--- src/sv/wpfr_pkg.sv ---
package wpfr_pkg;

    localparam int FRAME_CAPACITY = 32;
    localparam int CNT_W          = $clog2(FRAME_CAPACITY + 1);

    localparam int MIN_FRAME  = 7;
    localparam int WAKE_LEN   = 13;
    localparam int PAIR_LEN   = 14;
    localparam int ACK_LEN    = 14;
    localparam int ACK_IDX_W  = $clog2(ACK_LEN);

    localparam logic [7:0] ACK_STATUS = 8'h01;

    localparam int POS_VERSION = 1;
    localparam int POS_COMMAND = 2;
    localparam int POS_HASH_0  = 3;
    localparam int POS_HASH_1  = 4;
    localparam int POS_HASH_2  = 5;
    localparam int POS_HASH_3  = 6;
    localparam int POS_TID_0   = 7;
    localparam int POS_TID_1   = 8;
    localparam int POS_TID_2   = 9;
    localparam int POS_TID_3   = 10;
    localparam int POS_LID     = 11;

    localparam int CFG_IDX_W  = 3;
    localparam int CFG_DATA_W = 32;

    typedef enum logic [CFG_IDX_W-1:0] {
        REG_HEADER     = 3'd0,
        REG_FOOTER     = 3'd1,
        REG_VERSION    = 3'd2,
        REG_WAKE_CMD   = 3'd3,
        REG_PAIR_CMD   = 3'd4,
        REG_ACK_CMD    = 3'd5,
        REG_DEVICE_ID  = 3'd6
    } cfg_index_t;

    localparam logic [7:0]  RST_HEADER    = 8'd165;
    localparam logic [7:0]  RST_FOOTER    = 8'd90;
    localparam logic [7:0]  RST_VERSION   = 8'd2;
    localparam logic [7:0]  RST_WAKE_CMD  = 8'd1;
    localparam logic [7:0]  RST_PAIR_CMD  = 8'd2;
    localparam logic [7:0]  RST_ACK_CMD   = 8'd3;
    localparam logic [31:0] RST_DEVICE_ID = 32'd0;

    typedef struct packed {
        logic [7:0]  header_byte;
        logic [7:0]  footer_byte;
        logic [7:0]  version_byte;
        logic [7:0]  wake_command;
        logic [7:0]  pair_command;
        logic [7:0]  pair_ack_command;
        logic [31:0] device_id;
    } cfg_t;

    typedef struct packed {
        logic        is_pair;
        logic [31:0] hash;
        logic [7:0]  node_lid;
    } job_t;

endpackage

--- src/sv/wpfr_channels.sv ---
interface wpfr_rx_if;
    import wpfr_pkg::*;

    logic       valid;
    logic       ready;
    logic       kind;
    logic [7:0] rx_byte;

    modport source (output valid, output kind, output rx_byte, input ready);
    modport sink   (input valid, input kind, input rx_byte, output ready);
endinterface

interface wpfr_res_if;
    import wpfr_pkg::*;

    logic       valid;
    logic       ready;
    logic       event_res;
    logic [7:0] tx_byte;
    logic [7:0] node_logical_id;
    logic       last;

    modport source (output valid, output event_res, output tx_byte,
                    output node_logical_id, output last, input ready);
    modport sink   (input valid, input event_res, input tx_byte,
                    input node_logical_id, input last, output ready);
endinterface

interface wpfr_cfg_if;
    import wpfr_pkg::*;

    logic                  valid;
    logic                  ready;
    logic [CFG_IDX_W-1:0]  index;
    logic [CFG_DATA_W-1:0] data;

    modport source (output valid, output index, output data, input ready);
    modport sink   (input valid, input index, input data, output ready);
endinterface

--- src/sv/wpfr_cfg_regs.sv ---
module wpfr_cfg_regs (
    input  logic          clk,
    input  logic          rst_n,
    wpfr_cfg_if.sink      cfg,
    output wpfr_pkg::cfg_t regs
);
    import wpfr_pkg::*;

    cfg_t regs_reg;
    cfg_t regs_next;

    assign cfg.ready = 1'b1;
    assign regs      = regs_reg;

    always_comb
    begin
        regs_next = regs_reg;
        if (cfg.valid)
        begin
            case (cfg_index_t'(cfg.index))
                REG_HEADER:    regs_next.header_byte      = cfg.data[7:0];
                REG_FOOTER:    regs_next.footer_byte      = cfg.data[7:0];
                REG_VERSION:   regs_next.version_byte     = cfg.data[7:0];
                REG_WAKE_CMD:  regs_next.wake_command     = cfg.data[7:0];
                REG_PAIR_CMD:  regs_next.pair_command     = cfg.data[7:0];
                REG_ACK_CMD:   regs_next.pair_ack_command = cfg.data[7:0];
                REG_DEVICE_ID: regs_next.device_id        = cfg.data[31:0];
                default:       regs_next = regs_reg;
            endcase
        end
    end

    always_ff @(posedge clk or negedge rst_n)
    begin
        if (!rst_n)
        begin
            regs_reg.header_byte      <= RST_HEADER;
            regs_reg.footer_byte      <= RST_FOOTER;
            regs_reg.version_byte     <= RST_VERSION;
            regs_reg.wake_command     <= RST_WAKE_CMD;
            regs_reg.pair_command     <= RST_PAIR_CMD;
            regs_reg.pair_ack_command <= RST_ACK_CMD;
            regs_reg.device_id        <= RST_DEVICE_ID;
        end
        else
        begin
            regs_reg <= regs_next;
        end
    end

endmodule

--- src/sv/wpfr_frame_parser.sv ---
module wpfr_frame_parser (
    input  logic           clk,
    input  logic           rst_n,
    wpfr_rx_if.sink        rx,
    input  wpfr_pkg::cfg_t regs,
    output logic           job_valid,
    output wpfr_pkg::job_t job,
    input  logic           job_take
);
    import wpfr_pkg::*;

    logic [CNT_W-1:0] count_reg, count_next;
    logic [7:0]       xor_reg, xor_next;
    logic [7:0]       version_reg, version_next;
    logic [7:0]       command_reg, command_next;
    logic [31:0]      hash_reg, hash_next;
    logic [31:0]      tid_reg, tid_next;
    logic [7:0]       lid_reg, lid_next;

    logic             paired_reg, paired_next;
    logic [31:0]      parent_hash_reg, parent_hash_next;
    logic [7:0]       node_lid_reg, node_lid_next;

    logic             job_valid_reg, job_valid_next;
    job_t             job_reg, job_next;

    logic             accept;
    logic             skip;
    logic             close;
    logic [CNT_W-1:0] n;
    logic             cks_ok;
    logic             is_wake_cmd;
    logic             wake_ok;
    logic             pair_ok;

    assign rx.ready  = !job_valid_reg || job_take;
    assign accept    = rx.valid && rx.ready;
    assign job_valid = job_valid_reg;
    assign job       = job_reg;

    always_comb
    begin
        n           = count_reg + CNT_W'(1);
        skip        = (count_reg == '0) && (rx.rx_byte != regs.header_byte);
        close       = !skip && (rx.rx_byte == regs.footer_byte) && (n >= CNT_W'(MIN_FRAME));
        cks_ok      = (xor_reg == 8'd0);
        is_wake_cmd = (command_reg == regs.wake_command);
        wake_ok     = close && (version_reg == regs.version_byte) && is_wake_cmd
                      && (n >= CNT_W'(WAKE_LEN)) && cks_ok && paired_reg
                      && (hash_reg == parent_hash_reg);
        pair_ok     = close && (version_reg == regs.version_byte) && !is_wake_cmd
                      && (command_reg == regs.pair_command) && (n >= CNT_W'(PAIR_LEN))
                      && cks_ok && (tid_reg == regs.device_id);

        count_next       = count_reg;
        xor_next         = xor_reg;
        version_next     = version_reg;
        command_next     = command_reg;
        hash_next        = hash_reg;
        tid_next         = tid_reg;
        lid_next         = lid_reg;
        paired_next      = paired_reg;
        parent_hash_next = parent_hash_reg;
        node_lid_next    = node_lid_reg;
        job_valid_next   = job_valid_reg && !job_take;
        job_next         = job_reg;

        if (accept)
        begin
            if (rx.kind)
            begin
                count_next = '0;
            end
            else if (!skip)
            begin
                xor_next = (count_reg == '0) ? 8'd0 : (xor_reg ^ rx.rx_byte);
                case (int'(count_reg))
                    POS_VERSION: version_next       = rx.rx_byte;
                    POS_COMMAND: command_next       = rx.rx_byte;
                    POS_HASH_0:  hash_next[31:24]   = rx.rx_byte;
                    POS_HASH_1:  hash_next[23:16]   = rx.rx_byte;
                    POS_HASH_2:  hash_next[15:8]    = rx.rx_byte;
                    POS_HASH_3:  hash_next[7:0]     = rx.rx_byte;
                    POS_TID_0:   tid_next[31:24]    = rx.rx_byte;
                    POS_TID_1:   tid_next[23:16]    = rx.rx_byte;
                    POS_TID_2:   tid_next[15:8]     = rx.rx_byte;
                    POS_TID_3:   tid_next[7:0]      = rx.rx_byte;
                    POS_LID:     lid_next           = rx.rx_byte;
                    default:     lid_next           = lid_reg;
                endcase

                if (close || (n >= CNT_W'(FRAME_CAPACITY)))
                    count_next = '0;
                else
                    count_next = n;

                if (pair_ok)
                begin
                    paired_next      = 1'b1;
                    parent_hash_next = hash_reg;
                    node_lid_next    = lid_reg;
                end

                if (wake_ok || pair_ok)
                begin
                    job_valid_next    = 1'b1;
                    job_next.is_pair  = pair_ok;
                    job_next.hash     = hash_reg;
                    job_next.node_lid = pair_ok ? lid_reg : node_lid_reg;
                end
            end
        end
    end

    always_ff @(posedge clk or negedge rst_n)
    begin
        if (!rst_n)
        begin
            count_reg       <= '0;
            paired_reg      <= 1'b0;
            parent_hash_reg <= 32'd0;
            node_lid_reg    <= 8'd0;
            job_valid_reg   <= 1'b0;
        end
        else
        begin
            count_reg       <= count_next;
            paired_reg      <= paired_next;
            parent_hash_reg <= parent_hash_next;
            node_lid_reg    <= node_lid_next;
            job_valid_reg   <= job_valid_next;
        end
    end

    always_ff @(posedge clk)
    begin
        xor_reg     <= xor_next;
        version_reg <= version_next;
        command_reg <= command_next;
        hash_reg    <= hash_next;
        tid_reg     <= tid_next;
        lid_reg     <= lid_next;
        job_reg     <= job_next;
    end

endmodule

--- src/sv/wpfr_ack_tx.sv ---
module wpfr_ack_tx (
    input  logic           clk,
    input  logic           rst_n,
    input  wpfr_pkg::cfg_t regs,
    input  logic           job_valid,
    input  wpfr_pkg::job_t job,
    output logic           job_take,
    wpfr_res_if.source     res
);
    import wpfr_pkg::*;

    logic                 busy_reg, busy_next;
    logic [ACK_IDX_W-1:0] idx_reg, idx_next;
    job_t                 held_reg, held_next;

    logic                 out_valid_reg, out_valid_next;
    logic                 out_event_reg, out_event_next;
    logic [7:0]           out_byte_reg, out_byte_next;
    logic [7:0]           out_lid_reg, out_lid_next;
    logic                 out_last_reg, out_last_next;

    logic                 out_load;
    logic                 emit;
    job_t                 cur;
    logic [ACK_IDX_W-1:0] cur_idx;
    logic [7:0]           ack_xor;
    logic [7:0]           ack_byte;

    assign res.valid           = out_valid_reg;
    assign res.event_res       = out_event_reg;
    assign res.tx_byte         = out_byte_reg;
    assign res.node_logical_id = out_lid_reg;
    assign res.last            = out_last_reg;

    always_comb
    begin
        out_load = !out_valid_reg || res.ready;
        job_take = out_load && !busy_reg && job_valid;
        emit     = out_load && (busy_reg || job_valid);
        cur      = busy_reg ? held_reg : job;
        cur_idx  = busy_reg ? idx_reg : '0;

        ack_xor = regs.version_byte ^ regs.pair_ack_command
                ^ cur.hash[31:24] ^ cur.hash[23:16] ^ cur.hash[15:8] ^ cur.hash[7:0]
                ^ regs.device_id[31:24] ^ regs.device_id[23:16]
                ^ regs.device_id[15:8] ^ regs.device_id[7:0] ^ ACK_STATUS;

        case (cur_idx)
            4'd0:    ack_byte = regs.header_byte;
            4'd1:    ack_byte = regs.version_byte;
            4'd2:    ack_byte = regs.pair_ack_command;
            4'd3:    ack_byte = cur.hash[31:24];
            4'd4:    ack_byte = cur.hash[23:16];
            4'd5:    ack_byte = cur.hash[15:8];
            4'd6:    ack_byte = cur.hash[7:0];
            4'd7:    ack_byte = regs.device_id[31:24];
            4'd8:    ack_byte = regs.device_id[23:16];
            4'd9:    ack_byte = regs.device_id[15:8];
            4'd10:   ack_byte = regs.device_id[7:0];
            4'd11:   ack_byte = ACK_STATUS;
            4'd12:   ack_byte = ack_xor;
            4'd13:   ack_byte = regs.footer_byte;
            default: ack_byte = 8'd0;
        endcase

        busy_next      = busy_reg;
        idx_next       = idx_reg;
        held_next      = held_reg;
        out_valid_next = out_valid_reg && !res.ready;
        out_event_next = out_event_reg;
        out_byte_next  = out_byte_reg;
        out_lid_next   = out_lid_reg;
        out_last_next  = out_last_reg;

        if (job_take)
            held_next = job;

        if (emit)
        begin
            out_valid_next = 1'b1;
            out_event_next = cur.is_pair;
            out_byte_next  = cur.is_pair ? ack_byte : 8'd0;
            out_lid_next   = cur.node_lid;
            out_last_next  = !cur.is_pair || (cur_idx == ACK_IDX_W'(ACK_LEN - 1));
            busy_next      = cur.is_pair && (cur_idx != ACK_IDX_W'(ACK_LEN - 1));
            idx_next       = cur_idx + ACK_IDX_W'(1);
        end
    end

    always_ff @(posedge clk or negedge rst_n)
    begin
        if (!rst_n)
        begin
            busy_reg      <= 1'b0;
            idx_reg       <= '0;
            out_valid_reg <= 1'b0;
        end
        else
        begin
            busy_reg      <= busy_next;
            idx_reg       <= idx_next;
            out_valid_reg <= out_valid_next;
        end
    end

    always_ff @(posedge clk)
    begin
        held_reg      <= held_next;
        out_event_reg <= out_event_next;
        out_byte_reg  <= out_byte_next;
        out_lid_reg   <= out_lid_next;
        out_last_reg  <= out_last_next;
    end

endmodule

--- src/sv/wake_pair_frame_receiver.sv ---
// channel  | direction | payload
// rx       | in        | kind, rx_byte
// result   | out       | event_res, tx_byte, node_logical_id, last
// cfg      | in        | index, data (register write, always ready)
//
// one received byte per cycle; a frame decision is registered as the footer is accepted
// a wake result is one byte and an acknowledge 14 bytes on the result port
// rx stalls only while a decided frame waits for the acknowledge sequencer
// result stalls hold the output register; reset returns to unpaired, hunting for a header
module wake_pair_frame_receiver (
    input  logic       clk,
    input  logic       rst_n,
    wpfr_rx_if.sink    rx,
    wpfr_res_if.source result,
    wpfr_cfg_if.sink   cfg
);
    import wpfr_pkg::*;

    cfg_t regs;
    logic job_valid;
    job_t job;
    logic job_take;

    wpfr_cfg_regs u_cfg_regs (
        .clk   (clk),
        .rst_n (rst_n),
        .cfg   (cfg),
        .regs  (regs)
    );

    wpfr_frame_parser u_parser (
        .clk       (clk),
        .rst_n     (rst_n),
        .rx        (rx),
        .regs      (regs),
        .job_valid (job_valid),
        .job       (job),
        .job_take  (job_take)
    );

    wpfr_ack_tx u_ack_tx (
        .clk       (clk),
        .rst_n     (rst_n),
        .regs      (regs),
        .job_valid (job_valid),
        .job       (job),
        .job_take  (job_take),
        .res       (result)
    );

endmodule

--- src/flat_wrapper.sv ---
// flat-port wrapper written by rule: the top's interface ports become plain ports
module wake_pair_frame_receiver_flat import wpfr_pkg::*;
  (clk, rst_n, rx_valid, rx_kind, rx_rx_byte, rx_ready, result_valid, result_event_res, result_tx_byte, result_node_logical_id, result_last, result_ready, cfg_valid, cfg_index, cfg_data, cfg_ready);
  wpfr_rx_if rx_i ();
  wpfr_res_if result_i ();
  wpfr_cfg_if cfg_i ();
  input  logic clk;
  input  logic rst_n;
  input wire logic [$bits(rx_i.valid)-1:0] rx_valid;
  input wire logic [$bits(rx_i.kind)-1:0] rx_kind;
  input wire logic [$bits(rx_i.rx_byte)-1:0] rx_rx_byte;
  output wire logic [$bits(rx_i.ready)-1:0] rx_ready;
  output wire logic [$bits(result_i.valid)-1:0] result_valid;
  output wire logic [$bits(result_i.event_res)-1:0] result_event_res;
  output wire logic [$bits(result_i.tx_byte)-1:0] result_tx_byte;
  output wire logic [$bits(result_i.node_logical_id)-1:0] result_node_logical_id;
  output wire logic [$bits(result_i.last)-1:0] result_last;
  input wire logic [$bits(result_i.ready)-1:0] result_ready;
  input wire logic [$bits(cfg_i.valid)-1:0] cfg_valid;
  input wire logic [$bits(cfg_i.index)-1:0] cfg_index;
  input wire logic [$bits(cfg_i.data)-1:0] cfg_data;
  output wire logic [$bits(cfg_i.ready)-1:0] cfg_ready;
  assign rx_i.valid = rx_valid;
  assign rx_i.kind = rx_kind;
  assign rx_i.rx_byte = rx_rx_byte;
  assign rx_ready = rx_i.ready;
  assign result_valid = result_i.valid;
  assign result_event_res = result_i.event_res;
  assign result_tx_byte = result_i.tx_byte;
  assign result_node_logical_id = result_i.node_logical_id;
  assign result_last = result_i.last;
  assign result_i.ready = result_ready;
  assign cfg_i.valid = cfg_valid;
  assign cfg_i.index = cfg_index;
  assign cfg_i.data = cfg_data;
  assign cfg_ready = cfg_i.ready;
  wake_pair_frame_receiver u_core (.clk(clk), .rst_n(rst_n), .rx(rx_i), .result(result_i), .cfg(cfg_i));
endmodule
--- config.mk ---
export PLATFORM = sky130hd
export DESIGN_NAME = wake_pair_frame_receiver_flat
export DESIGN_NICKNAME = d
export VERILOG_FILES = /design/src/sv/wpfr_pkg.sv /design/src/sv/wpfr_channels.sv /design/src/sv/wpfr_cfg_regs.sv /design/src/sv/wpfr_frame_parser.sv /design/src/sv/wpfr_ack_tx.sv /design/src/sv/wake_pair_frame_receiver.sv /design/src/flat_wrapper.sv
export SDC_FILE = /design/constraint.sdc
export NUM_CORES = 1
export LEC_CHECK = 0
export BUFFER_PORTS_ARGS = -buffer_cell sky130_fd_sc_hd__buf_2
export CORE_MARGIN = 2
export CORE_UTILIZATION = 40
export CTS_BUF_LIST = sky130_fd_sc_hd__clkbuf_2
export DETAILED_ROUTE_END_ITERATION = 12
export PLACE_DENSITY = 0.67
export SLEW_MARGIN = 0
export SYNTH_ARGS = -nofsm -noshare
export SYNTH_HDL_FRONTEND = slang
export SYNTH_SLANG_ARGS = --single-unit
--- constraint.sdc ---
create_clock -name clk -period 9.63 [get_ports clk]
set_clock_uncertainty 0.2 [all_clocks]
set_input_delay 1.926 -clock clk [delete_from_list [all_inputs] [get_ports clk]]
set_output_delay 1.926 -clock clk [all_outputs]
set_load 0.05 [all_outputs]
==> results of run 1 <==
==> cell families after synthesis <==
| family | count (synthesis) |
|---|---|
| multiplexers | 159 |
| AND/OR/NAND/NOR | 172 |
| buffers and inverters | 49 |
| XOR/XNOR | 201 |
| other | 1 |
| adder cells (fa/ha/maj) | 10 |
| AO/OA/AOI/OAI | 112 |
| flip-flops | 330 |
==> worst max path at each step <==
stage,startpoint,end,cells after the start
CTS,result_ready,rx_ready,4
detailed placement,result_ready,u_core.u_parser.job[30]$_DFFE_PP_,7
global route,result_ready,rx_ready,4
global placement,result_ready,u_core.u_parser.job[22]$_DFFE_PP_,7
floorplan,result_ready,u_core.u_parser.job[0]$_DFFE_PP_,5
finish,result_ready,rx_ready,4
==> metal layers <==
| metal | track usage | wire length [um] |
|---|---|---|
| met4 | 0.08744 | 1173 |
| met1 | 0.2800 | 16790 |
| met2 | 0.2950 | 17020 |
| met5 | 0 | 0 |
| met3 | 0.06438 | 3742 |
==> layout make-up <==
class,instances,area [um2],share of cell area
multi-input cells,655,5605,0.3339
flip-flops and latches,330,9256,0.5513
well taps,511,639.4,0.03808
diodes,1,2.502,0.0001490
clock inverters,37,244.0,0.01453
clock buffers,115,575.6,0.03428
inverters,14,52.55,0.003130
repair buffers,77,414.1,0.02467
==> worst max-delay path: cells and delay by family <==
kind	cells	cell delay (ps)
simple gates	1	70
buf+inv	2	510
compound gates	1	990
==> stage by stage <==
stage | setup slack (ps) | instance area [um2] | utilization | std cells
3_3_place_gp | 3946 | 15960 | 0.4266 | 1587
6_report | 3996 | 16790 | 0.4489 | 1740
5_1_grt | 3897 | 16790 | 0.4489 | 1740
3_5_place_dp | 3841 | 15960 | 0.4266 | 1587
4_1_cts | 4135 | 16770 | 0.4485 | 1739
2_1_floorplan | 539.7 | 15060 | - | 1034
==> placed cells by master (no fill, tap or decap), drive strengths merged, types with 23 or more instances in the layout <==
cell type and instances:
mux2 136, clkbuf 115, edfxtp 196, nand4 23
dfrtp 121, mux2i 23, clkinv 30, nand2 36
xor2 89, nor2 30, buf 77, xnor2 112
==> power by group through the flow <==
stage | clock network, uW | logic (uW) | registers [uW]
after floorplan | 0 | 327 | 1680
after global placement | 0 | 403 | 1770
after detailed placement | 0 | 410 | 1770
after CTS | 1030 | 413 | 1740
after global routing | 1100 | 448 | 1750
final | 1000 | 410 | 1750
==> flow_summary.toml, run 1 <==
[pwr]
total_power_uw = 3157
powerDensity_nw_per_um2 = 188.0
pwr-share-comb = 0.130
seq_power_share = 0.553
swShare = 0.2965
switching_power_uw = 936.3
p_leak_uw = 0.006363
ir_drop_v = 0.00009560
intPower_uw = 2221
power.share.clock = 0.317

[cts]
clkSinkCount = 330
ctsHoldBuffers = 0
cts_tree = "done"
numCtsBuffers = 83
cts_root_buf = "clkbuf_2"
post_cts_buffers = 0
cts_resized = 0
cts_buffer_depth = 3
path_clk_slew_ps = 110
clock_latency_ps = 950
htree_levels = 3

[yosys]
synth_area_per_cell_um2 = 14.57
ys_top_cells_by_area = "edfxtp_1 (39%), dfrtp_1 (20%), mux2_2 (7.3%), xnor2_1 (6.5%), xor2_1 (5.2%)"
synth_top_family_by_area = "multiplexers"
synth-compound-area-share = 0.05424
ys_seq_area_frac = 0.6145
synth_xor_area_frac = 0.1169
synth.most_common_cell = "edfxtp_1"
syn-num-nets = 1093
synth-seq-cells = 330
synth_edf_count = 196
synthArstFlopShare = 0.4061
postSynthCellCount = 1034
yosys_warnings = 0
yosys.area.top_type = "edfxtp_1"
synth_adder_area_share = 0.008307
synthMuxAreaShare = 0.1267
synth_simple_gate_area_share = 0.06405
synthTopCellsByCount = "edfxtp_1 (196), dfrtp_1 (121), xnor2_1 (112)"
synth-main-ff-cell = "edfxtp_1"
synth_top_area_frac = 0.3908
netlist_area_um2 = 15060
yosysUniqueCellTypes = 68

[timing]
max-slew-margin-rel = 0.1067
max_freq_ghz = 0.1775
setup_violations = 0
tns_ps = 0
grt_setup_unrepaired = "no"
hold_ws_ps = 255.4
tightest_slew_ps = 1329
fin_crit_ps = 5634
period_share = 0.5851
finalHoldViolCount = 0
slew_violations = 0

[detailed_routing]
viasPerCell = 5.340
drt_iter0_markers = 926
drt_wl_total_um = 38730
wl_per_cell_um = 22.26
ant_nets = 0
drc = 0
dr.pass1.iters = 5
vias = 9291

[place]
gp_congestion = 0.9041
portBuffers = 68
hpwlAfterDp_um = 27870

[job]
maxCapViolCount = 0

[setup_path]
crit_required_ps = 7500
crit_slowest_cell = "o21ai_0"
cp-end-kind = "output pin"
cp_common_cell = "buf_2"
path_cells = "buf_2, nor2b_1, o21ai_0, buf_2"
path_class = "input port to output pin"
crit_path_start_kind = "input port"
cp_data_arrival_time_ps = 3510
slowest_delay_ps = 990
r2r-end = "u_core.u_parser.job[30]$_DFFE_PP_"
reg2reg_slack_ps = 5340
timing.rr.start = "u_core.u_ack_tx.busy_reg$_DFFE_PN0P_"
worstPathMaxFanout = 5
reg2reg_depth = 6

[hold_path]
hold_path.class = "flop to flop"
hold_path_depth = 0
hp-start = "u_core.u_parser.job[3]$_DFFE_PP_"
hold_end = "u_core.u_ack_tx.held_reg[3]$_DFFE_PP_"

[global_routing]
grt_first_pass_wirelength_um = 57640
grt_overflow = 0
grt_use_total = 0.2032
grt_pass1_vias = 9247
grt_antenna_before_repair = 1
grt_max_degree = 78

[die]
rows = 71
core_area_um2 = 37400
dieArea_um2 = 39220
die_x_um = 198.1
initial_utilization = 0.4027
io_pins = 70
die_y_um = 198.1

[finish]
final_layout_size_suffix_gt1_frac = 0.3046
nFillCells = 3352
largest_reg_flops = 80
nets = 1220
syn2layout_area_growth_pct = 11.47

[run_status]
outcome = "finished, final reports clean"
(Power assumes the default switching activity.)
==> inputs of run 2 (changes only) <==
- ABC_AREA: unset -> 1
- PLACE_DENSITY: 0.67 -> 0.69
- clock period: 9.63 -> 4.86 ns (I/O delays scaled with it)
==> flow_summary.toml, run 2 <==
[setup_path]
setup.worst_path.end = "rx_ready"
startpoint = "u_core.u_ack_tx.busy_reg$_DFFE_PN0P_"
cpLargestDelayFamily = "buffers and inverters"
crit_path_start_kind = "flop"
crit_buf_inv = 4
r2r-end = "u_core.u_parser.tid_reg[5]$_DFFE_PP_"
timing.rr.start = "u_core.u_ack_tx.busy_reg$_DFFE_PN0P_"
cp_data_arrival_time_ps = 2640
cp-end-kind = "output pin"
slowest_delay_ps = 640
crit_slowest_cell = "a21oi_1"
reg2reg_depth = 8
path_class = "flop to output pin"
worstPathMaxFanout = 40
crit_required_ps = 3690
reg2reg_slack_ps = 1390
path_cells = "inv_2, buf_4, a21oi_1, inv_1, buf_2"
crit_cells = 5

[yosys]
yosysUniqueCellTypes = 40
syn-num-nets = 2046
synthArstFlopShare = 0.4061
synth_top_area_frac = 0.3545
postSynthCellCount = 1987
yosys.area.top_type = "edfxtp_1"
netlist_area_um2 = 16600
synth-main-ff-cell = "edfxtp_1"
synth_edf_count = 196
ys_top_cells_by_area = "edfxtp_1 (35%), dfrtp_1 (18%), nand2_1 (16%), inv_1 (7.3%), nor2_1 (3.6%)"
synth_area_per_cell_um2 = 8.356
synth-seq-cells = 330
synth.most_common_cell = "nand2_1"
ys_seq_area_frac = 0.5574
synthTopCellsByCount = "nand2_1 (704), inv_1 (325), edfxtp_1 (196)"
yosys_warnings = 0

[place]
portBuffers = 68
gp_congestion = 1.004
hpwlAfterDp_um = 36940

[detailed_routing]
viasPerCell = 5.031
ant_nets = 0
vias = 13730
drt_iter0_markers = 1612
drc = 0
dr.pass1.iters = 6
wl_per_cell_um = 18.18
drt_wl_total_um = 49600

[timing]
tns_ps = 0
max-slew-margin-rel = 0.4203
setup_violations = 0
grt_setup_unrepaired = "no"
tightest_slew_ps = 869.6
period_share = 0.7836
slew_violations = 0
finalHoldViolCount = 0
max_freq_ghz = 0.2626
fin_crit_ps = 3808

[global_routing]
grt_max_degree = 88
grt_use_total = 0.2300
grt_pass1_vias = 12990
grt_first_pass_wirelength_um = 75020
grt_antenna_before_repair = 1
grt_overflow = 0

[finish]
utilization = 0.4499
final_layout_size_suffix_gt1_frac = 0.1207
syn2layout_area_growth_pct = 10.88
nFillCells = 4016
largest_reg_flops = 80
nets = 2184
layout_commonest_cell = "nand2_1"
layout_common_cells = "nand2_1 (703), inv_1 (325), edfxtp_1 (196)"

[cts]
clock_latency_ps = 980
post_cts_buffers = 0
numCtsBuffers = 84
cts_root_buf = "clkbuf_2"
cts_buffer_depth = 3
clkSinkCount = 330
path_clk_slew_ps = 100
cts_resized = 0
htree_levels = 3
cts_tree = "done"

[die]
io_pins = 70
initial_utilization = 0.4057
die_x_um = 207.7
core_area_um2 = 40920
dieArea_um2 = 43150
die_y_um = 207.7
rows = 74

[job]
maxCapViolCount = 0

[pwr]
total_power_uw = 7149
powerDensity_nw_per_um2 = 388.3
ir_drop_v = 0.0001555
p_leak_uw = 0.008908

[hold_path]
hold_path.class = "input port to flop"

[run_status]
outcome = "finished, final reports clean"
[run 2: cell count changes in the layout (fill, tap and decap cells not counted), sizes merged, moves of 87 or more]
cell,delta
nand2,+671
inv,+315
mux2,-133
nor2,+133
nand3,+100
o21ai,+87
[run 2: what timing repair did]
| item | in CTS | in global routing |
|---|---|---|
| endpoints found under the setup margin | 0 | 0 |
| hold buffers | 9 | 0 |
| hold endpoints to repair | 84 | 0 |
[run 2: how the worst min path moves through the flow]
stage | depth (start not counted) | slack [ps] | to | start
global route | 3 | 20 | u_core.u_cfg_regs.regs[23]$_DFFE_PN0P_ | cfg_data[23]
global placement | 0 | 230 | u_core.u_ack_tx.held_reg[30]$_DFFE_PP_ | u_core.u_parser.job[30]$_DFFE_PP_
CTS | 3 | 4 | u_core.u_cfg_regs.regs[12]$_DFFE_PN0P_ | cfg_data[12]
finish | 3 | 70 | u_core.u_cfg_regs.regs[12]$_DFFE_PN0P_ | cfg_data[12]
floorplan | 0 | 220 | u_core.u_ack_tx.held_reg[30]$_DFFE_PP_ | u_core.u_parser.job[30]$_DFFE_PP_
detailed placement | 0 | 230 | u_core.u_ack_tx.held_reg[33]$_DFFE_PP_ | u_core.u_parser.job[33]$_DFFE_PP_
[run 2: per-stage QoR]
step	instance area (um2)	hold slack, ps	worst slack [ps]	std cells
after floorplan	16600	217.4	232.6	1987
after global placement	17520	228.9	1021	2562
after detailed placement	17520	235.0	925.8	2562
after CTS	18410	3.733	1007	2727
after global routing	18410	20.71	891.8	2728
final	18410	71.77	1052	2728
[run 2: metal layers]
layer  share of wire  GRT usage  vias up
met1            0.44     0.3289     6428
met3            0.10    0.05749       89
met5               0          0        -
met4           0.030    0.08853        0
met2            0.43     0.3363      605
li1                -          -     6603
[run 2: cells by family after synthesis]
family	Yosys count	synth area share
muxes	3	0.002035
and+or+nand+nor	1033	0.2528
adders and majority gates	10	0.007536
AOI/OAI and AO/OA	176	0.05765
xor gates and xnor gates	64	0.03376
DFF	330	0.5574
other	1	0.0002259
buffers and inverters	370	0.08854
[run 2: where the power goes]
part	total (uW)	switching, uW	internal (uW)
combinational	1820	1280	543
sequential	3400	208	3190
clock	1930	1160	767
total	7150	2650	4500
[run 2: worst register-to-register path, delay by kind of cell, from the launching register on]
kind            cells  cell delay [ps]
compound gates      1              340
buf+inv             3              820
simple gates        4             1350
flops               1              420
[run 2: cell type report]
cell class,count,area [um2],area share
Tap cell,532,665.6,0.03616
Sequential cell,330,9256,0.5028
Inverter,330,1240,0.06735
Multi-Input combinational cell,1287,5889,0.3199
Timing Repair Buffer,92,561.8,0.03052
Clock inverter,27,148.9,0.008088
Clock buffer,129,645.6,0.03507
Antenna cell,1,2.502,0.0001359
==> inputs of run 3 (changes only) <==
- PLACE_DENSITY: 0.69 -> 0.67
- clock period: 4.86 -> 3.9 ns (I/O delays scaled with it)
==> flow_summary.toml, run 3 (synthesized netlist as in run 2, its figures left out) <==
[setup_path]
path_cells = "inv_2, a21oi_2, inv_1, buf_2"
startpoint = "u_core.u_ack_tx.busy_reg$_DFFE_PN0P_"
slowest_delay_ps = 770
cp-end-kind = "output pin"
reg2reg_slack_ps = 750
worstPathMaxFanout = 37
cp_data_arrival_time_ps = 2540
crit_path_start_kind = "flop"
setup.worst_path.end = "rx_ready"
timing.rr.start = "u_core.u_parser.count_reg[0]$_DFFE_PN0P_"
reg2reg_depth = 9
path_class = "flop to output pin"
crit_required_ps = 2920
r2r-end = "u_core.u_parser.tid_reg[11]$_DFFE_PP_"
crit_slowest_cell = "dfrtp_2"

[detailed_routing]
wl_per_cell_um = 18.29
dr.pass1.iters = 5
drc = 0
ant_nets = 0
drt_wl_total_um = 50750
drt_iter0_markers = 1364
viasPerCell = 5.006
vias = 13890

[pwr]
powerDensity_nw_per_um2 = 417.8
p_leak_uw = 0.009129
ir_drop_v = 0.0002541
total_power_uw = 7908

[cts]
path_clk_slew_ps = 100
cts_root_buf = "clkbuf_2"
numCtsBuffers = 87
htree_levels = 3
post_cts_buffers = 0
cts_buffer_depth = 3
clkSinkCount = 330
cts_tree = "done"
clock_latency_ps = 1030

[timing]
max-slew-margin-rel = 0.4465
max_freq_ghz = 0.2844
period_share = 0.9017
grt_setup_unrepaired = "no"
hold_ws_ps = 90.54
tns_ps = 0
finalHoldViolCount = 0
setup_violations = 0
tightest_slew_ps = 827.3
fin_crit_ps = 3517
slew_violations = 0
fin_ws_ps = 383.4

[die]
rows = 74
core_area_um2 = 40920
die_x_um = 207.7
initial_utilization = 0.4057
dieArea_um2 = 43150
die_y_um = 207.7
io_pins = 70

[finish]
layout_common_cells = "nand2_1 (703), inv_1 (325), edfxtp_1 (196)"
syn2layout_area_growth_pct = 13.99
final_layout_size_suffix_gt1_frac = 0.1232
largest_reg_flops = 80
utilization = 0.4625
layout_commonest_cell = "nand2_1"
nFillCells = 4030
nets = 2232

[place]
gp_congestion = 0.9948
portBuffers = 68
dp_slack_ps = 339.6
hpwlAfterDp_um = 38640

[job]
maxCapViolCount = 0

[global_routing]
grt_overflow = 0
grt_first_pass_wirelength_um = 77690
grt_max_degree = 59
grt_use_total = 0.2386
grt_pass1_vias = 13210
grt_antenna_before_repair = 4

[hold_path]
hold_path.class = "input port to flop"

[run_status]
outcome = "finished, final reports clean"
run 3: layout make-up:
cell class                 count  area [um2]  share of cell area
tap                          532       665.6             0.03517
inverter                     330        1240             0.06552
multi-input combinational   1287        5899              0.3117
timing repair buffer         137       994.7             0.05256
sequential                   330        9256              0.4891
antenna                        3       7.507           0.0003967
clock buffer                 127       635.6             0.03358
clock inverter                29       226.5             0.01197
run 3: worst min-delay path by stage:
stage,from,depth (start not counted),end
4_1_cts,cfg_data[6],3,u_core.u_cfg_regs.regs[62]$_DFFE_PN0P_
3_5_place_dp,u_core.u_parser.job[25]$_DFFE_PP_,0,u_core.u_ack_tx.held_reg[25]$_DFFE_PP_
6_report,cfg_data[2],3,u_core.u_cfg_regs.regs[58]$_DFFE_PN0P_
3_3_place_gp,u_core.u_parser.job[38]$_DFFE_PP_,0,u_core.u_ack_tx.held_reg[38]$_DFFE_PP_
5_1_grt,cfg_data[2],3,u_core.u_cfg_regs.regs[58]$_DFFE_PN0P_
2_1_floorplan,u_core.u_parser.job[30]$_DFFE_PP_,0,u_core.u_ack_tx.held_reg[30]$_DFFE_PP_
run 3: through the flow:
stage	std cells	cell area [um2]
floorplan	1987	16610
global placement	2574	17630
detailed placement	2574	17630
CTS	2772	18910
global route	2775	18930
finish	2775	18930
run 3: routing by layer:
layer | global-route usage | wire (um) | up-vias
li1 | - | - | 6704
met1 | 0.3483 | 22610 | 6453
met2 | 0.3434 | 21260 | 631
met3 | 0.05461 | 5152 | 103
met4 | 0.09342 | 1726 | 0
met5 | 0 | 0 | -
run 3: power breakdown:
group	leakage [uW]	switching (uW)	internal (uW)
clock	0.000635	1480	1140
combinational	0.00526	721	410
sequential	0.00324	261	3900
total	0.00913	2460	5450
run 3: worst max-delay path, delay by kind of cell (launching register included):
kind            cells  cell delay [ps]
compound gates      1              360
buf+inv             3              420
flops               1              770
run 3: what timing repair did:
| action | in CTS | in global routing |
|---|---|---|
| setup endpoints to repair | 0 | 1 |
| resized for setup | 0 | 1 |
| endpoints found under the hold margin | 159 | 0 |
| hold buffers | 42 | 0 |
